<file path="src/sv/swsm_pkg.sv">
// swsm_pkg: shared types and constants of the shifted word set match core
// no dependencies; used by every module of the core by scoped name
package swsm_pkg;

    localparam int MAX_LEN   = 16;
    localparam int MAX_WORDS = 256;
    localparam int POS_W     = $clog2(MAX_LEN);
    localparam int ADDR_W    = $clog2(MAX_WORDS);
    localparam int CNT_W     = $clog2(MAX_WORDS + 1);
    localparam int CHAR_W    = 8;
    localparam int KEY_W     = 16;
    localparam int SHIFT_W   = 5;
    localparam int WLEN_W    = 5;

    localparam logic [WLEN_W-1:0] WLEN_RESET = WLEN_W'(MAX_LEN);

    localparam logic [1:0] OP_KEY   = 2'd0;
    localparam logic [1:0] OP_STORE = 2'd1;
    localparam logic [1:0] OP_QUERY = 2'd2;

    localparam logic KIND_STORE = 1'b0;
    localparam logic KIND_QUERY = 1'b1;

    typedef logic [MAX_LEN-1:0][CHAR_W-1:0] word_t;

    typedef struct packed {
        logic             kind;
        logic [POS_W-1:0] lenm1;
        word_t            word;
    } cmd_t;

endpackage

</file>
<file path="src/sv/swsm_front.sv">
// swsm_front: input beat decode, key shift table, word buffer and query shift
// depends on swsm_pkg; pushes completed words as commands into swsm_queue
module swsm_front (
    input  logic                          aclk,
    input  logic                          aresetn,
    input  logic                          cfg_wr_en,
    input  logic [swsm_pkg::WLEN_W-1:0]   cfg_wr_data,
    input  logic                          s_tvalid,
    output logic                          s_tready,
    input  logic [1:0]                    s_tuser,
    input  logic [31:0]                   s_tdata,
    input  logic                          q_full,
    output logic                          q_push,
    output swsm_pkg::cmd_t                q_cmd
);

    function automatic logic [swsm_pkg::SHIFT_W-1:0] key_mod(
        input logic [swsm_pkg::KEY_W-1:0] k);
        logic [31:0] prod;
        logic [11:0] q;
        logic [15:0] r;
        prod = 32'(k) * 32'd40330;
        q    = prod[31:20];
        r    = k - (16'(q) * 16'd26);
        return r[swsm_pkg::SHIFT_W-1:0];
    endfunction

    function automatic logic [7:0] shift_char(input logic [7:0] c,
                                              input logic [4:0] k);
        logic [8:0]  sum;
        logic [7:0]  x;
        logic [15:0] prod;
        logic [2:0]  q;
        logic [7:0]  r;
        sum  = 9'(c) + 9'(k);
        x    = 8'(sum - 9'd97);
        prod = 16'(x) * 16'd79;
        q    = prod[13:11];
        r    = x - (8'(q) * 8'd26);
        if (sum >= 9'd123) begin
            return 8'd97 + r;
        end else begin
            return sum[7:0];
        end
    endfunction

    logic [swsm_pkg::WLEN_W-1:0]  wlen_reg;
    logic [swsm_pkg::SHIFT_W-1:0] key_reg [swsm_pkg::MAX_LEN];
    swsm_pkg::word_t              buf_reg;
    swsm_pkg::word_t              buf_next;

    logic                         accept;
    logic [1:0]                   op;
    logic [swsm_pkg::POS_W-1:0]   pos;
    logic [7:0]                   ch;
    logic [swsm_pkg::KEY_W-1:0]   key;
    logic [swsm_pkg::POS_W-1:0]   lenm1;
    logic                         is_char;

    assign op  = s_tuser;
    assign pos = s_tdata[3:0];
    assign ch  = s_tdata[11:4];
    assign key = s_tdata[27:12];

    assign s_tready = !q_full;
    assign accept   = s_tvalid && s_tready;
    assign is_char  = (op == swsm_pkg::OP_STORE) || (op == swsm_pkg::OP_QUERY);

    always_comb begin
        if (wlen_reg == '0) begin
            lenm1 = '0;
        end else if (wlen_reg > swsm_pkg::WLEN_W'(swsm_pkg::MAX_LEN)) begin
            lenm1 = swsm_pkg::POS_W'(swsm_pkg::MAX_LEN - 1);
        end else begin
            lenm1 = swsm_pkg::POS_W'(wlen_reg - 5'd1);
        end
    end

    always_comb begin
        buf_next = buf_reg;
        if (op == swsm_pkg::OP_QUERY) begin
            buf_next[pos] = shift_char(ch, key_reg[pos]);
        end else begin
            buf_next[pos] = ch;
        end
    end

    assign q_push      = accept && is_char && (pos == lenm1);
    assign q_cmd.kind  = (op == swsm_pkg::OP_QUERY) ? swsm_pkg::KIND_QUERY
                                                    : swsm_pkg::KIND_STORE;
    assign q_cmd.lenm1 = lenm1;
    assign q_cmd.word  = buf_next;

    always_ff @(posedge aclk) begin
        if (!aresetn) begin
            wlen_reg <= swsm_pkg::WLEN_RESET;
            for (int i = 0; i < swsm_pkg::MAX_LEN; i++) begin
                key_reg[i] <= '0;
            end
        end else begin
            if (cfg_wr_en) begin
                wlen_reg <= cfg_wr_data;
            end
            if (accept && (op == swsm_pkg::OP_KEY)) begin
                key_reg[pos] <= key_mod(key);
            end
        end
    end

    always_ff @(posedge aclk) begin
        if (accept && is_char) begin
            buf_reg <= buf_next;
        end
    end

endmodule

</file>
<file path="config.mk">
export PLATFORM = sky130hd
export DESIGN_NAME = swsm_front
export DESIGN_NICKNAME = d
export VERILOG_FILES = /design/src/sv/swsm_pkg.sv /design/src/sv/swsm_front.sv
export SDC_FILE = /design/constraint.sdc
export NUM_CORES = 1
export LEC_CHECK = 0
export ABC_AREA = 0
export BUFFER_PORTS_ARGS = -buffer_cell sky130_fd_sc_hd__buf_4
export CAP_MARGIN = 0
export CORE_MARGIN = 1
export CORE_UTILIZATION = 50
export DETAILED_ROUTE_END_ITERATION = 12
export PLACE_DENSITY = 0.78
export SKIP_LAST_GASP = 1
export SLEW_MARGIN = 5
export SYNTH_ARGS = -nofsm -noshare
export SYNTH_HDL_FRONTEND = slang
export SYNTH_SLANG_ARGS = --single-unit
</file>
<file path="constraint.sdc">
create_clock -name aclk -period 48.3 [get_ports aclk]
set_clock_uncertainty 0.2 [all_clocks]
set_input_delay 12.075 -clock aclk [delete_from_list [all_inputs] [get_ports aclk]]
set_output_delay 12.075 -clock aclk [all_outputs]
set_load 0.01 [all_outputs]
</file>
==> flow_summary.json <==
{
  "postCtsSetupRepairBufs": 0,
  "grt_setup_unrepaired": "false",
  "clock_path_buffers": 3,
  "fin_crit_sh": 0.7222,
  "r2r_start": "key_reg[0][0]",
  "hold_start": "wlen_reg[3]",
  "grt_overflow_total": 0,
  "grt_max_degree": 82,
  "critPathKind": "input port to primary output",
  "firstDrtPassIters": 5,
  "syn_inst": 1273,
  "seqCellArea_um2": 6346,
  "ys_warn_count": 0,
  "cts_tree": "built",
  "fin_nets": 1692,
  "antenna_left": 0,
  "clk_pin_slew_ns": 0.06,
  "cts_max_level": 1,
  "hold_buffers": 0,
  "cts_num_sinks": 213,
  "cp_max_fo": 35,
  "synthDistinctLibCells": 62,
  "timing.rr.end": "buf_reg[103]",
  "multi_input_area_um2": 7433,
  "min_path_cells": 2,
  "n_antenna_cell": 0,
  "slew_headroom": 0.2430,
  "critPathRequiredTime_ns": 36.03,
  "hold_path.class": "flop to flop",
  "syn_avg_cell_area_um2": 11.32,
  "fillerInstances": 2269,
  "gp_congestion": 0.8744,
  "port_buffers": 174,
  "drv_cap": 0,
  "slew_viol_final": 0,
  "ff2ff_path_depth": 36,
  "via_count": 10140,
  "row_count": 61,
  "die_x_um": 171.8,
  "grt_pass1_wl_um": 51960,
  "drive_gt1_frac": 0.1782,
  "start_util": 0.5131,
  "synth_top_flop_cell": "edfxtp_1",
  "synth-edff-count": 208,
  "reg2reg_slack_ns": 37.70,
  "drcViolationCount": 0,
  "synthArstFlopShare": 0,
  "final_cell_mix": "edfxtp_1 (208), buf_4 (184), nand2_1 (174), ha_1 (146), o21ai_0 (122)",
  "clk-insertion-delay-late_ns": 0.53,
  "cts_resized": 0,
  "worstSetupStartpointType": "input port",
  "tns_ns": 0,
  "tightest_slew_ns": 1.125,
  "final_hold_viol_count": 0,
  "endpoint_kind": "primary output",
  "wl_per_cell_um": 18.36,
  "status": "complete, no violations",
  "antenna_found_initial": 0,
  "areaGrowthSynthToFinish_pct": 16.00,
  "layout_commonest_cell": "edfxtp_1",
  "largest_reg_flops": 128,
  "cpMostUsedCell": "ha_1",
  "cp_slowest_cell": "mux4_2",
  "drt_first_iter_violations": 796,
  "hpwl_um": 25030,
  "max_stage_delay_ns": 0.61,
  "ys_seq_elements": 213,
  "die_height_um": 171.8,
  "max_freq_ghz": 0.02867,
  "ys_seq_area_frac": 0.4404,
  "cts_buffers": 22,
  "setup_viol": 0,
  "grt_pass1_vias": 10020,
  "grt_usage": 0.2274,
  "core-area_um2": 28090,
  "holdPathEnd": "wlen_reg[3]",
  "dieArea_um2": 29500,
  "min_period_ns": 34.88,
  "syn_area_um2": 14410,
  "io_pins": 179,
  "synth_nets": 1538,
  "cts_root_buf": "clkbuf_16",
  "via_per_inst": 5.569,
  "crit_start": "s_tdata[0]",
  "cp_data_arrival_time_ns": 22.61,
  "routed_wl_um": 33410
}
per-stage QoR:
stage	utilization	hold slack (ns)	setup WS, ns	instances	instance area (um2)
2_1_floorplan	-	0.3105	14.40	1273	14410
3_3_place_gp	0.5717	0.3504	13.67	1781	16060
3_5_place_dp	0.5717	0.3578	13.46	1781	16060
4_1_cts	0.5952	0.3688	13.43	1820	16720
5_1_grt	0.5952	0.3992	12.74	1820	16720
6_report	0.5952	0.3705	13.42	1820	16720
layout make-up:
class,instances,share of cell area
tap,378,0.02829
timing repair buffer,184,0.08263
multi-input combinational,893,0.4447
sequential,213,0.3796
clock buffer,27,0.03405
inverter,113,0.02537
clock inverter,12,0.005389
worst max path at each step:
| stage | slack [ns] | cells past startpoint | endpoint |
|---|---|---|---|
| finish | 13.42 | 38 | q_cmd[103] |
| global route | 12.74 | 38 | q_cmd[119] |
| CTS | 13.43 | 38 | q_cmd[119] |
| detailed placement | 13.46 | 38 | q_cmd[119] |
| global placement | 13.67 | 38 | q_cmd[87] |
| floorplan | 14.40 | 39 | q_cmd[102] |
cells in the mapped netlist, types with 3 or more instances:
cell	count	area [um2]
edfxtp_1	208	6246
nand2_1	174	653.1
ha_1	146	1827
o21ai_0	126	630.6
inv_1	112	420.4
nor2_1	95	356.6
fa_1	75	1501
clkbuf_1	45	168.9
and3_1	36	225.2
xnor2_1	32	280.3
mux4_2	25	563.0
a21oi_1	18	90.09
a31oi_1	18	112.6
nor2b_1	15	93.84
nand3_1	14	70.07
nor3_1	14	70.07
mux2i_1	13	130.1
nand2b_1	10	62.56
xor2_1	9	78.83
a21o_1	8	60.06
buf_1	5	18.77
dfxtp_1	5	100.1
nor3b_1	5	37.54
and2_1	4	25.02
o211ai_1	4	30.03
o21a_1	4	30.03
o21bai_1	4	30.03
a211o_1	3	26.28
a211oi_1	3	22.52
nand4_1	3	18.77
nor4_1	3	18.77
o21ai_1	3	15.01
worst max-delay path, delay by kind of cell:
| family | cells | cell delay [ns] |
|---|---|---|
| AND/OR/NAND/NOR | 5 | 0.60 |
| AO/OA/AOI/OAI | 7 | 1.55 |
| buffers and inverters | 7 | 1.22 |
| adder cells (fa/ha/maj) | 11 | 4.03 |
| XOR/XNOR | 4 | 1.25 |
| multiplexers | 4 | 1.84 |
layer usage:
layer / up-vias / share of wire / track usage
met4: 0 / 0.028 / 0.07272
met5: - / 0 / 0
met2: 297 / 0.50 / 0.3911
met1: 4972 / 0.42 / 0.2955
li1: 4807 / - / -
met3: 60 / 0.056 / 0.03359
logic make-up after synthesis:
kind of cell	Yosys count	synth area share
adders and majority gates	221	0.2309
DFF	213	0.4404
buffers and inverters	167	0.04428
muxes	40	0.05044
xor gates and xnor gates	44	0.02830
and+or+nand+nor	379	0.1176
AOI/OAI and AO/OA	209	0.08812
Power is not shown: default switching activity piles up to over one toggle a cycle in this logic, so the estimate is an artifact.
