**src/sv/swsm_pkg.sv**
```systemverilog
// swsm_pkg: shared types and constants of the shifted word set match core
// no dependencies; used by every module of the core by scoped name
package swsm_pkg;

    localparam int MAX_LEN   = 16;
    localparam int MAX_WORDS = 256;
    localparam int POS_W     = $clog2(MAX_LEN);
    localparam int ADDR_W    = $clog2(MAX_WORDS);
    localparam int CNT_W     = $clog2(MAX_WORDS + 1);
    localparam int CHAR_W    = 8;
    localparam int KEY_W     = 16;
    localparam int SHIFT_W   = 5;
    localparam int WLEN_W    = 5;

    localparam logic [WLEN_W-1:0] WLEN_RESET = WLEN_W'(MAX_LEN);

    localparam logic [1:0] OP_KEY   = 2'd0;
    localparam logic [1:0] OP_STORE = 2'd1;
    localparam logic [1:0] OP_QUERY = 2'd2;

    localparam logic KIND_STORE = 1'b0;
    localparam logic KIND_QUERY = 1'b1;

    typedef logic [MAX_LEN-1:0][CHAR_W-1:0] word_t;

    typedef struct packed {
        logic             kind;
        logic [POS_W-1:0] lenm1;
        word_t            word;
    } cmd_t;

endpackage

```
**src/sv/swsm_queue.sv**
```systemverilog
// swsm_queue: two-entry command queue between front and back
// depends on swsm_pkg for the command type
module swsm_queue (
    input  logic           aclk,
    input  logic           aresetn,
    input  logic           push,
    input  swsm_pkg::cmd_t push_cmd,
    input  logic           pop,
    output logic           full,
    output logic           empty,
    output swsm_pkg::cmd_t head
);

    swsm_pkg::cmd_t slot_reg [2];
    logic           wr_ptr_reg;
    logic           rd_ptr_reg;
    logic [1:0]     count_reg;
    logic [1:0]     count_next;

    assign full  = (count_reg == 2'd2);
    assign empty = (count_reg == 2'd0);
    assign head  = slot_reg[rd_ptr_reg];

    always_comb begin
        count_next = count_reg;
        if (push && !pop) begin
            count_next = count_reg + 2'd1;
        end else if (pop && !push) begin
            count_next = count_reg - 2'd1;
        end
    end

    always_ff @(posedge aclk) begin
        if (!aresetn) begin
            wr_ptr_reg <= 1'b0;
            rd_ptr_reg <= 1'b0;
            count_reg  <= '0;
        end else begin
            count_reg <= count_next;
            if (push) begin
                wr_ptr_reg <= !wr_ptr_reg;
            end
            if (pop) begin
                rd_ptr_reg <= !rd_ptr_reg;
            end
        end
    end

    always_ff @(posedge aclk) begin
        if (push) begin
            slot_reg[wr_ptr_reg] <= push_cmd;
        end
    end

    a_no_overflow: assert property (@(posedge aclk) disable iff (!aresetn)
        !(push && full)) else $error("queue push while full");
    a_no_underflow: assert property (@(posedge aclk) disable iff (!aresetn)
        !(pop && empty)) else $error("queue pop while empty");
    a_count_range: assert property (@(posedge aclk) disable iff (!aresetn)
        count_reg != 2'd3) else $error("queue count out of range");

endmodule

```
**config.mk**
```make
export PLATFORM = sky130hd
export DESIGN_NAME = swsm_queue
export DESIGN_NICKNAME = d
export VERILOG_FILES = /design/src/sv/swsm_pkg.sv /design/src/sv/swsm_queue.sv
export SDC_FILE = /design/constraint.sdc
export NUM_CORES = 1
export LEC_CHECK = 0
export ABC_CLOCK_PERIOD_IN_PS = 7600
export BUFFER_PORTS_ARGS = -buffer_cell sky130_fd_sc_hd__buf_4
export CAP_MARGIN = 5
export CORE_ASPECT_RATIO = 0.8
export CORE_MARGIN = 2
export CORE_UTILIZATION = 47
export CTS_CLUSTER_DIAMETER = 80
export CTS_CLUSTER_SIZE = 10
export DETAILED_ROUTE_END_ITERATION = 16
export PLACE_DENSITY = 0.75
export SLEW_MARGIN = 5
export SYNTH_ARGS = -nofsm -noshare
export SYNTH_HDL_FRONTEND = slang
export SYNTH_SLANG_ARGS = --single-unit
```
**constraint.sdc**
```tcl
create_clock -name aclk -period 7.6 [get_ports aclk]
set_input_delay 1.52 -clock aclk [delete_from_list [all_inputs] [get_ports aclk]]
set_output_delay 1.52 -clock aclk [all_outputs]
set_load 0.02 [all_outputs]
```
==> flow_summary.yaml, run 1 <==
status:
  outcome: "completed"
drt:
  drcViolationCount: 0
  wl_per_cell_um: 19.32
  drt_wl_total_um: 19520
  drt_iter0_markers: 310
  post_drt_via_cell_ratio: 5.049
  dr_total_vias: 5099
  postRouteAntennaNets: 0
  drt-pass1-iter-count: 4
final_layout:
  final_cells: 1010
  largest_reg_flops: 266
  fill_cells: 1450
  diodes: 0
  multiInputGateArea_sq_um: 1884
  nNetsFinal: 868
  drive_gt1_share_pct: 59.92
  areaGrowthSynthToFinish_pct: 30.90
  seq_area_sq_um: 8092
clocking:
  cts.clk_slew.worst_paths_ns: 0.06
  cts_buffer_depth: 3
  cts_tree: "built"
  clockRootBuffer: "clkbuf_16"
  numClockSinks: 271
  cts_made_buffers: 31
  cts_post_setup_buffers_inserted: 0
  cts_max_level: 1
  clock_latency_ns: 0.53
  cts_hold_buffers: 0
  cts_resized: 0
logic_synthesis:
  synthTopCellsByArea: "edfxtp_1, mux2_4, mux2_2"
  yosys_warnings: 0
  synth_mux_area_share_pct: 17.43
  synth_top_family_by_area: "multiplexers"
  yosys.area_share.simple_pct: 0.5452
  synth_xor_xnor_area_share_pct: 0.2602
  ys_seq_area_share_pct: 80.10
  yosysUniqueCellTypes: 18
  async_reset_ff_share_pct: 0
  yosysMostFrequentCell: "edfxtp_1"
  yosys-top-cells-count: "edfxtp_1, mux2_4, mux2_2"
  syn-cell-area_sq_um: 10100
  synth_compound_area_share_pct: 0.1983
  synth_adder_area_share_pct: 0.1239
  synth-edff-count: 266
  syn_area_per_cell_sq_um: 23.16
  netlist.area_leader.share_pct: 79.11
  synth_top_cell_by_area: "edfxtp_1"
  syn-num-nets: 574
  ys_ff_latch: 271
  syn_inst: 436
  synth-main-ff-cell: "edfxtp_1"
timing:
  finalCritPeriodShare_pct: 56.70
  max_clock_freq_ghz: 0.2321
  finalCriticalPeriod_ns: 4.309
  setup_violations: 0
  finalHoldViolations: 0
  finalSetupTns_ns: 0
  maxSlewViolCount: 0
  relSlewSlack_pct: 37.20
  finalClockSkew_ns: 0.01162
  worst_pin_slew_ns: 0.9420
  rsz0062_at_grt: "false"
global_routing:
  track_usage_pct: 16.49
  grt_start_max_net_pins: 69
  antenna_found_initial: 0
  grt_pass1_vias: 5361
  grt_pass1_wl_um: 29150
  overflow: 0
worst_setup_path:
  crit_type: "flop to primary output"
  cp.required_ns: 6.08
  end_kind: "primary output"
  cp_max_fo: 53
  cp-start-kind: "flop"
  arrival_ns: 2.79
floorplanning:
  io_pins: 272
  dieWidth_um: 167.9
  die_area_sq_um: 22680
  initial_core_util_pct: 48.37
  die_h_um: 135.1
  core-area_sq_um: 20880
  num_rows: 47
run:
  maxCapViolCount: 0
power_and_ir_drop:
  internal_power_mw: 2.703
  clkPwrFrac_pct: 35.9
  pwr-share-seq_pct: 50.7
  peakVddDrop_v: 0.0001977
  p_sw_share_pct: 22.30
  p_comb_share_pct: 13.4
  power.switching_uw: 775.8
  p_leak_nw: 5.090
  power.density_nw_per_um2: 263.2
placed_design:
  gp_congestion: 0.7864
  place_inst: 966
  dpl.hpwl_um: 12970
  port-buffer-count: 271
worst_hold_path:
  worstHoldPathType: "flop to flop"
## power groups by stage
stage	combinational, mW	sequential, mW	clock (mW)
5_1_grt	0.491	1.77	1.34
3_3_place_gp	0.461	1.79	0
4_1_cts	0.472	1.77	1.29
6_report	0.466	1.76	1.25
3_5_place_dp	0.471	1.80	0
2_1_floorplan	0.282	1.78	0
## worst paths after layout
path	cells after the start	from	end	slack [ns]
max	3	flop	head[130]	3.29
max reg2reg	3	wr_ptr_reg	slot_reg[0][37]	5.13
min reg2reg	2	count_reg[1]	count_reg[1]	0.52
min	2	count_reg[1]	count_reg[1]	0.52
## cell type report
cell class | instances | share of cell area (%)
clock buffers | 43 | 6.210
inverters | 1 | 0.02840
flip-flops and latches | 271 | 61.22
repair buffers | 276 | 15.68
multi-input cells | 149 | 14.26
clock inverters | 1 | 0.06626
well taps | 269 | 2.546
## through the flow
| step | area [sq um] | utilization, % | hold slack (ns) | power, mW | worst slack (ns) |
|---|---|---|---|---|---|
| finish | 13220 | 63.31 | 0.5214 | 3.479 | 3.291 |
| global route | 13220 | 63.31 | 0.5735 | 3.605 | 3.106 |
| CTS | 13220 | 63.31 | 0.5235 | 3.524 | 3.206 |
| detailed placement | 12390 | 59.34 | 0.5172 | 2.267 | 3.788 |
| global placement | 12390 | 59.34 | 0.4866 | 2.252 | 3.826 |
| floorplan | 10100 | - | 0.4737 | 2.063 | 2.156 |
## per-layer routing
layer  share of wire, %  GRT usage [%]  wire length [um]  vias to the layer above
met5                  0              0                 0                        -
met4                2.1          4.396               417                        0
met3                9.2          5.598              1803                       37
met2                 48          27.75              9380                      247
met1                 41          20.64              7913                     2509
li1                   -              -                 -                     2306
## cells by family after synthesis
logic type	Yosys count
AO/OA/AOI/OAI	3
multiplexers	133
buffers and inverters	16
flip-flops	271
XOR/XNOR	3
adder cells (fa/ha/maj)	1
AND/OR/NAND/NOR	9
## critical path, cell delays in order (launching register included)
cell,delay [ns]
dfxtp_4,0.93
buf_4,0.67
mux2_2,0.43
buf_4,0.16
## cells in the final DEF, fill, tap and decap left out, types with 2 or more instances in the layout
| cell type | Yosys | routed |
|---|---|---|
| dfxtp_1 | 5 | 4 |
| buf_4 | 0 | 276 |
| clkbuf_1 | 0 | 12 |
| xor2_1 | 2 | 2 |
| clkbuf_16 | 0 | 31 |
| mux2_4 | 70 | 70 |
| and2_1 | 4 | 3 |
| edfxtp_1 | 266 | 266 |
| mux2_2 | 63 | 63 |
No activity file was read; power rests on OpenSTA's default activity.
==> run 2: changes to the inputs <==
- ABC_CLOCK_PERIOD_IN_PS: 7600 -> 4100
- CORE_UTILIZATION: 47 -> 52
- PLACE_DENSITY: 0.75 -> 0.79
- clock period: 7.6 -> 4.1 ns (I/O delays scaled with it)
==> run 2 against run 1 <==
Wire length is 2.0% higher. Utilization grew 6.3 points. Critical path depth is the same. First-iteration DRC count is 20% lower. Combinational power grew 90%. Non-clock buffer count increased by 2. Worst hold slack got worse by 0.044 ns. Largest cell class unchanged. Largest power group unchanged.
==> flow_summary.yaml, run 2 (synthesis results as in run 1) <==
timing:
  finalCriticalPeriod_ns: 3.003
  maxSlewViolCount: 0
  setup_violations: 0
  finalCritPeriodShare_pct: 73.23
  rsz0062_at_grt: "false"
  finalSetupTns_ns: 0
  relSlewSlack_pct: 34.34
  worst_pin_slew_ns: 0.9849
  holdWs_ns: 0.4772
  finalClockSkew_ns: 0.01196
  max_clock_freq_ghz: 0.3330
  finalHoldViolations: 0
worst_setup_path:
  arrival_ns: 2.18
  r2r_setup_slack_ns: 2.11
  path_cells: "buf_4 -> mux2_2 -> buf_4"
  cp.required_ns: 3.28
  crit_top_cell: "buf_4"
  regToRegStartpoint: "wr_ptr_reg"
  end_kind: "primary output"
  crit_slowest_cell: "dfxtp_4"
  rr_worst_depth: 2
  cp_max_fo: 36
  cp-start-kind: "flop"
  crit_type: "flop to primary output"
  r2r_end: "slot_reg[1][102]"
  slowest_delay_ns: 0.59
clocking:
  clock_latency_ns: 0.52
  cts_hold_buffers: 0
  cts_tree: "built"
  cts_max_level: 1
  cts_post_setup_buffers_inserted: 0
  cts_resized: 0
  cts_made_buffers: 31
  cts_buffer_depth: 3
  cts.clk_slew.worst_paths_ns: 0.06
  numClockSinks: 271
  clockRootBuffer: "clkbuf_16"
floorplanning:
  dieWidth_um: 159.8
  die_area_sq_um: 20560
  io_pins: 272
  initial_core_util_pct: 53.06
  die_h_um: 128.6
  core-area_sq_um: 19030
  num_rows: 45
run:
  maxCapViolCount: 0
final_layout:
  seq_area_sq_um: 8092
  drive_gt1_share_pct: 60.03
  final_common_cell: "buf_4"
  multiInputGateArea_sq_um: 1884
  diodes: 0
  design_area_sq_um: 13240
  fill_cells: 1226
  areaGrowthSynthToFinish_pct: 31.17
  largest_reg_flops: 266
  final_cells: 1001
  nNetsFinal: 870
  layout_common_cells: "buf_4, edfxtp_1, mux2_4"
  final_core_util_pct: 69.59
worst_hold_path:
  worstHoldPathType: "primary input to flop"
  holdPathEnd: "slot_reg[1][44]"
  min_from: "push_cmd[44]"
  worstHoldPathCells: 1
placed_design:
  dpl.hpwl_um: 13050
  gp_congestion: 0.8024
  placed_area_sq_um: 12410
  place_inst: 957
  port-buffer-count: 271
power_and_ir_drop:
  power.density_nw_per_um2: 488.1
  peakVddDrop_v: 0.0004759
  p_leak_nw: 5.107
drt:
  drt_iter0_markers: 248
  wl_per_cell_um: 19.88
  post_drt_via_cell_ratio: 5.116
  dr_total_vias: 5121
  drcViolationCount: 0
  postRouteAntennaNets: 0
  drt_wl_total_um: 19900
  drt-pass1-iter-count: 4
global_routing:
  overflow: 0
  grt_pass1_vias: 5346
  grt_pass1_wl_um: 29260
  track_usage_pct: 18.42
  grt_start_max_net_pins: 73
  antenna_found_initial: 0
status:
  outcome: "completed"
[run 2: changes by cell type in the layout (fill, tap and decap cells not counted)]
| cell | previous run | this run |
|---|---|---|
| buf_12 | 0 | 2 |
[run 2: worst max path at each step]
stage / startpoint / endpoint / slack (ns)
floorplan: push / slot_reg[0][0] / 0.84
global placement: push / slot_reg[1][61] / 1.66
detailed placement: push / slot_reg[1][61] / 1.59
CTS: flop / head[51] / 1.07
global route: flop / head[51] / 0.99
finish: flop / head[127] / 1.10
[run 2: through the flow]
step	power, mW	worst slack [ns]
floorplan	3.816	0.8387
global placement	4.176	1.658
global route	6.687	0.9922
finish	6.464	1.097
CTS	6.528	1.067
detailed placement	4.204	1.589
[run 2: layer usage]
metal  vias to the layer above  track usage (%)  wire length [um]
met5                         -                0                 0
met4                         0            3.445               294
met3                        30            6.544              1838
met2                       246            31.22              9561
met1                      2537            23.52              8202
li1                       2308                -                 -
[run 2: worst max-delay path: cells and delay by family, from the launching register on]
| family | cells | cell delay (ns) |
|---|---|---|
| buf+inv | 2 | 0.64 |
| flops | 1 | 0.59 |
| mux | 1 | 0.41 |
[run 2: layout make-up]
cell class	instances	area share, %
tap	258	2.437
inverter	1	0.02834
clock inverter	1	0.06613
timing repair buffer	278	15.95
clock buffer	43	6.197
sequential	271	61.10
multi-input combinational	149	14.23
[run 2: power breakdown]
group / total, mW / switching, mW / internal [mW]
logic: 0.885 / 0.441 / 0.444
clock network: 2.32 / 0.960 / 1.36
registers: 3.26 / 0.0487 / 3.21
total: 6.46 / 1.45 / 5.01
==> run 3: changes to the inputs <==
- ABC_CLOCK_PERIOD_IN_PS: 4100 -> 2790
- clock period: 4.1 -> 2.79 ns (I/O delays scaled with it)
==> run 3 against run 2 <==
Sequential cell count is the same. Clock-buffer cell count unchanged. Setup slack worse by 0.83 ns. Sequential share of layout area shrank 0.18 points. Register-to-register slack lost 0.77 ns. Power increased by 47%. First-iteration DRC count grew 7.3%. Sequential power rose by 47%. Die area is the same. Clock skew fell by 0.0024 ns. Critical path depth unchanged. Cell area up 0.30%.
==> flow_summary.yaml, run 3 (synthesis results as in run 1) <==
clocking:
  clockRootBuffer: "clkbuf_16"
  cts_made_buffers: 31
  cts_hold_buffers: 0
  clock_latency_ns: 0.52
  cts_post_setup_buffers_inserted: 0
  cts_tree: "built"
  numClockSinks: 271
  cts_buffer_depth: 3
  cts_max_level: 1
  cts_resized: 0
  cts.clk_slew.worst_paths_ns: 0.06
timing:
  relSlewSlack_pct: 60.26
  rsz0062_at_grt: "false"
  finalClockSkew_ns: 0.009610
  finalCriticalPeriod_ns: 2.523
  max_clock_freq_ghz: 0.3964
  setup_slack_ns: 0.2670
  worst_pin_slew_ns: 0.5961
  finalCritPeriodShare_pct: 90.43
  maxSlewViolCount: 0
  finalHoldViolations: 0
  setup_violations: 0
global_routing:
  antenna_found_initial: 0
  grt_pass1_wl_um: 29240
  grt_pass1_vias: 5363
  overflow: 0
  grt_start_max_net_pins: 98
  track_usage_pct: 18.37
worst_setup_path:
  r2r_end: "slot_reg[1][64]"
  cp.required_ns: 2.23
  crit_type: "flop to primary output"
  rr_worst_depth: 2
  cp_top_family: "flip-flops"
  path_cells: "buf_12 -> mux2_2 -> buf_4"
  regToRegStartpoint: "wr_ptr_reg"
  cp.depth: 3
  slowest_delay_ns: 0.53
  cp_max_fo: 41
  path_buf_inv: 2
  r2r_setup_slack_ns: 1.34
  crit_slowest_cell: "dfxtp_4"
  endpoint: "head[125]"
  arrival_ns: 1.97
  end_kind: "primary output"
  cp-start-kind: "flop"
final_layout:
  nNetsFinal: 872
  areaGrowthSynthToFinish_pct: 31.56
  diodes: 0
  final_core_util_pct: 69.80
  drive_gt1_share_pct: 60.13
  layout_common_cells: "buf_4, edfxtp_1, mux2_4"
  largest_reg_flops: 266
  design_area_sq_um: 13280
  final_common_cell: "buf_4"
power_and_ir_drop:
  internal_power_mw: 7.377
  peakVddDrop_v: 0.0008370
  power.density_nw_per_um2: 714.1
  p_sw_share_pct: 22.23
  pwr-share-seq_pct: 50.4
  power.switching_mw: 2.109
  p_comb_share_pct: 13.9
  clkPwrFrac_pct: 35.7
  p_leak_nw: 5.125
drt:
  drcViolationCount: 0
  post_drt_via_cell_ratio: 5.051
  drt_wl_total_um: 19520
  drt-pass1-iter-count: 6
  dr_total_vias: 5066
  wl_per_cell_um: 19.46
  postRouteAntennaNets: 0
  drt_iter0_markers: 266
status:
  outcome: "completed"
floorplanning:
  initial_core_util_pct: 53.06
  dieWidth_um: 159.8
  core-area_sq_um: 19030
  io_pins: 272
  die_area_sq_um: 20560
  die_h_um: 128.6
  num_rows: 45
placed_design:
  gp_congestion: 0.7744
  dpl.hpwl_um: 12920
  port-buffer-count: 271
  place_ws_ns: 0.7959
  placed_area_sq_um: 12450
worst_hold_path:
  worstHoldPathType: "primary input to flop"
  min_from: "push_cmd[131]"
run:
  maxCapViolCount: 0
[run 3: cell types whose count changed in the layout (fill, tap and decap cells not counted)]
cell    before  now
buf_12       2    4
[run 3: worst min-delay path by stage]
stage | end | slack, ns | depth (start not counted)
final | slot_reg[0][131] | 0.22 | 1
after CTS | slot_reg[1][32] | 0.19 | 1
after global placement | count_reg[1] | 0.48 | 2
after floorplan | count_reg[1] | 0.47 | 2
after global routing | slot_reg[0][32] | 0.19 | 1
after detailed placement | count_reg[1] | 0.57 | 2
[run 3: per-layer routing]
metal	wire, um	vias up	global-route usage (%)
met2	9559	231	31.50
met4	351	0	4.134
met3	1710	26	5.738
li1	-	2316	-
met1	7894	2493	23.41
met5	0	-	0
[run 3: power by group through the flow]
stage,Sequential (mW),Combinational (mW),Clock [mW]
after global placement,4.85,1.30,0
after floorplan,4.84,0.769,0
final,4.78,1.32,3.39
after detailed placement,4.86,1.32,0
after CTS,4.78,1.33,3.47
after global routing,4.79,1.39,3.64
[run 3: cell type report]
cell class | instances | area [sq um]
clock buffers | 43 | 820.8
clock inverters | 1 | 8.758
fillers | 1213 | 5747
inverters | 1 | 3.754
multi-input cells | 149 | 1884
flip-flops and latches | 271 | 8092
well taps | 258 | 322.8
repair buffers | 280 | 2152
[run 3: through the flow]
stage / TNS, ns / hold slack [ns] / cells / total power [mW]
after floorplan: -27.96 / 0.4737 / 436 / 5.607
after global placement: 0 / 0.4845 / 959 / 6.143
after detailed placement: 0 / 0.5679 / 959 / 6.186
after CTS: 0 / 0.1934 / 1003 / 9.582
after global routing: 0 / 0.1876 / 1003 / 9.820
final: 0 / 0.2168 / 1003 / 9.486
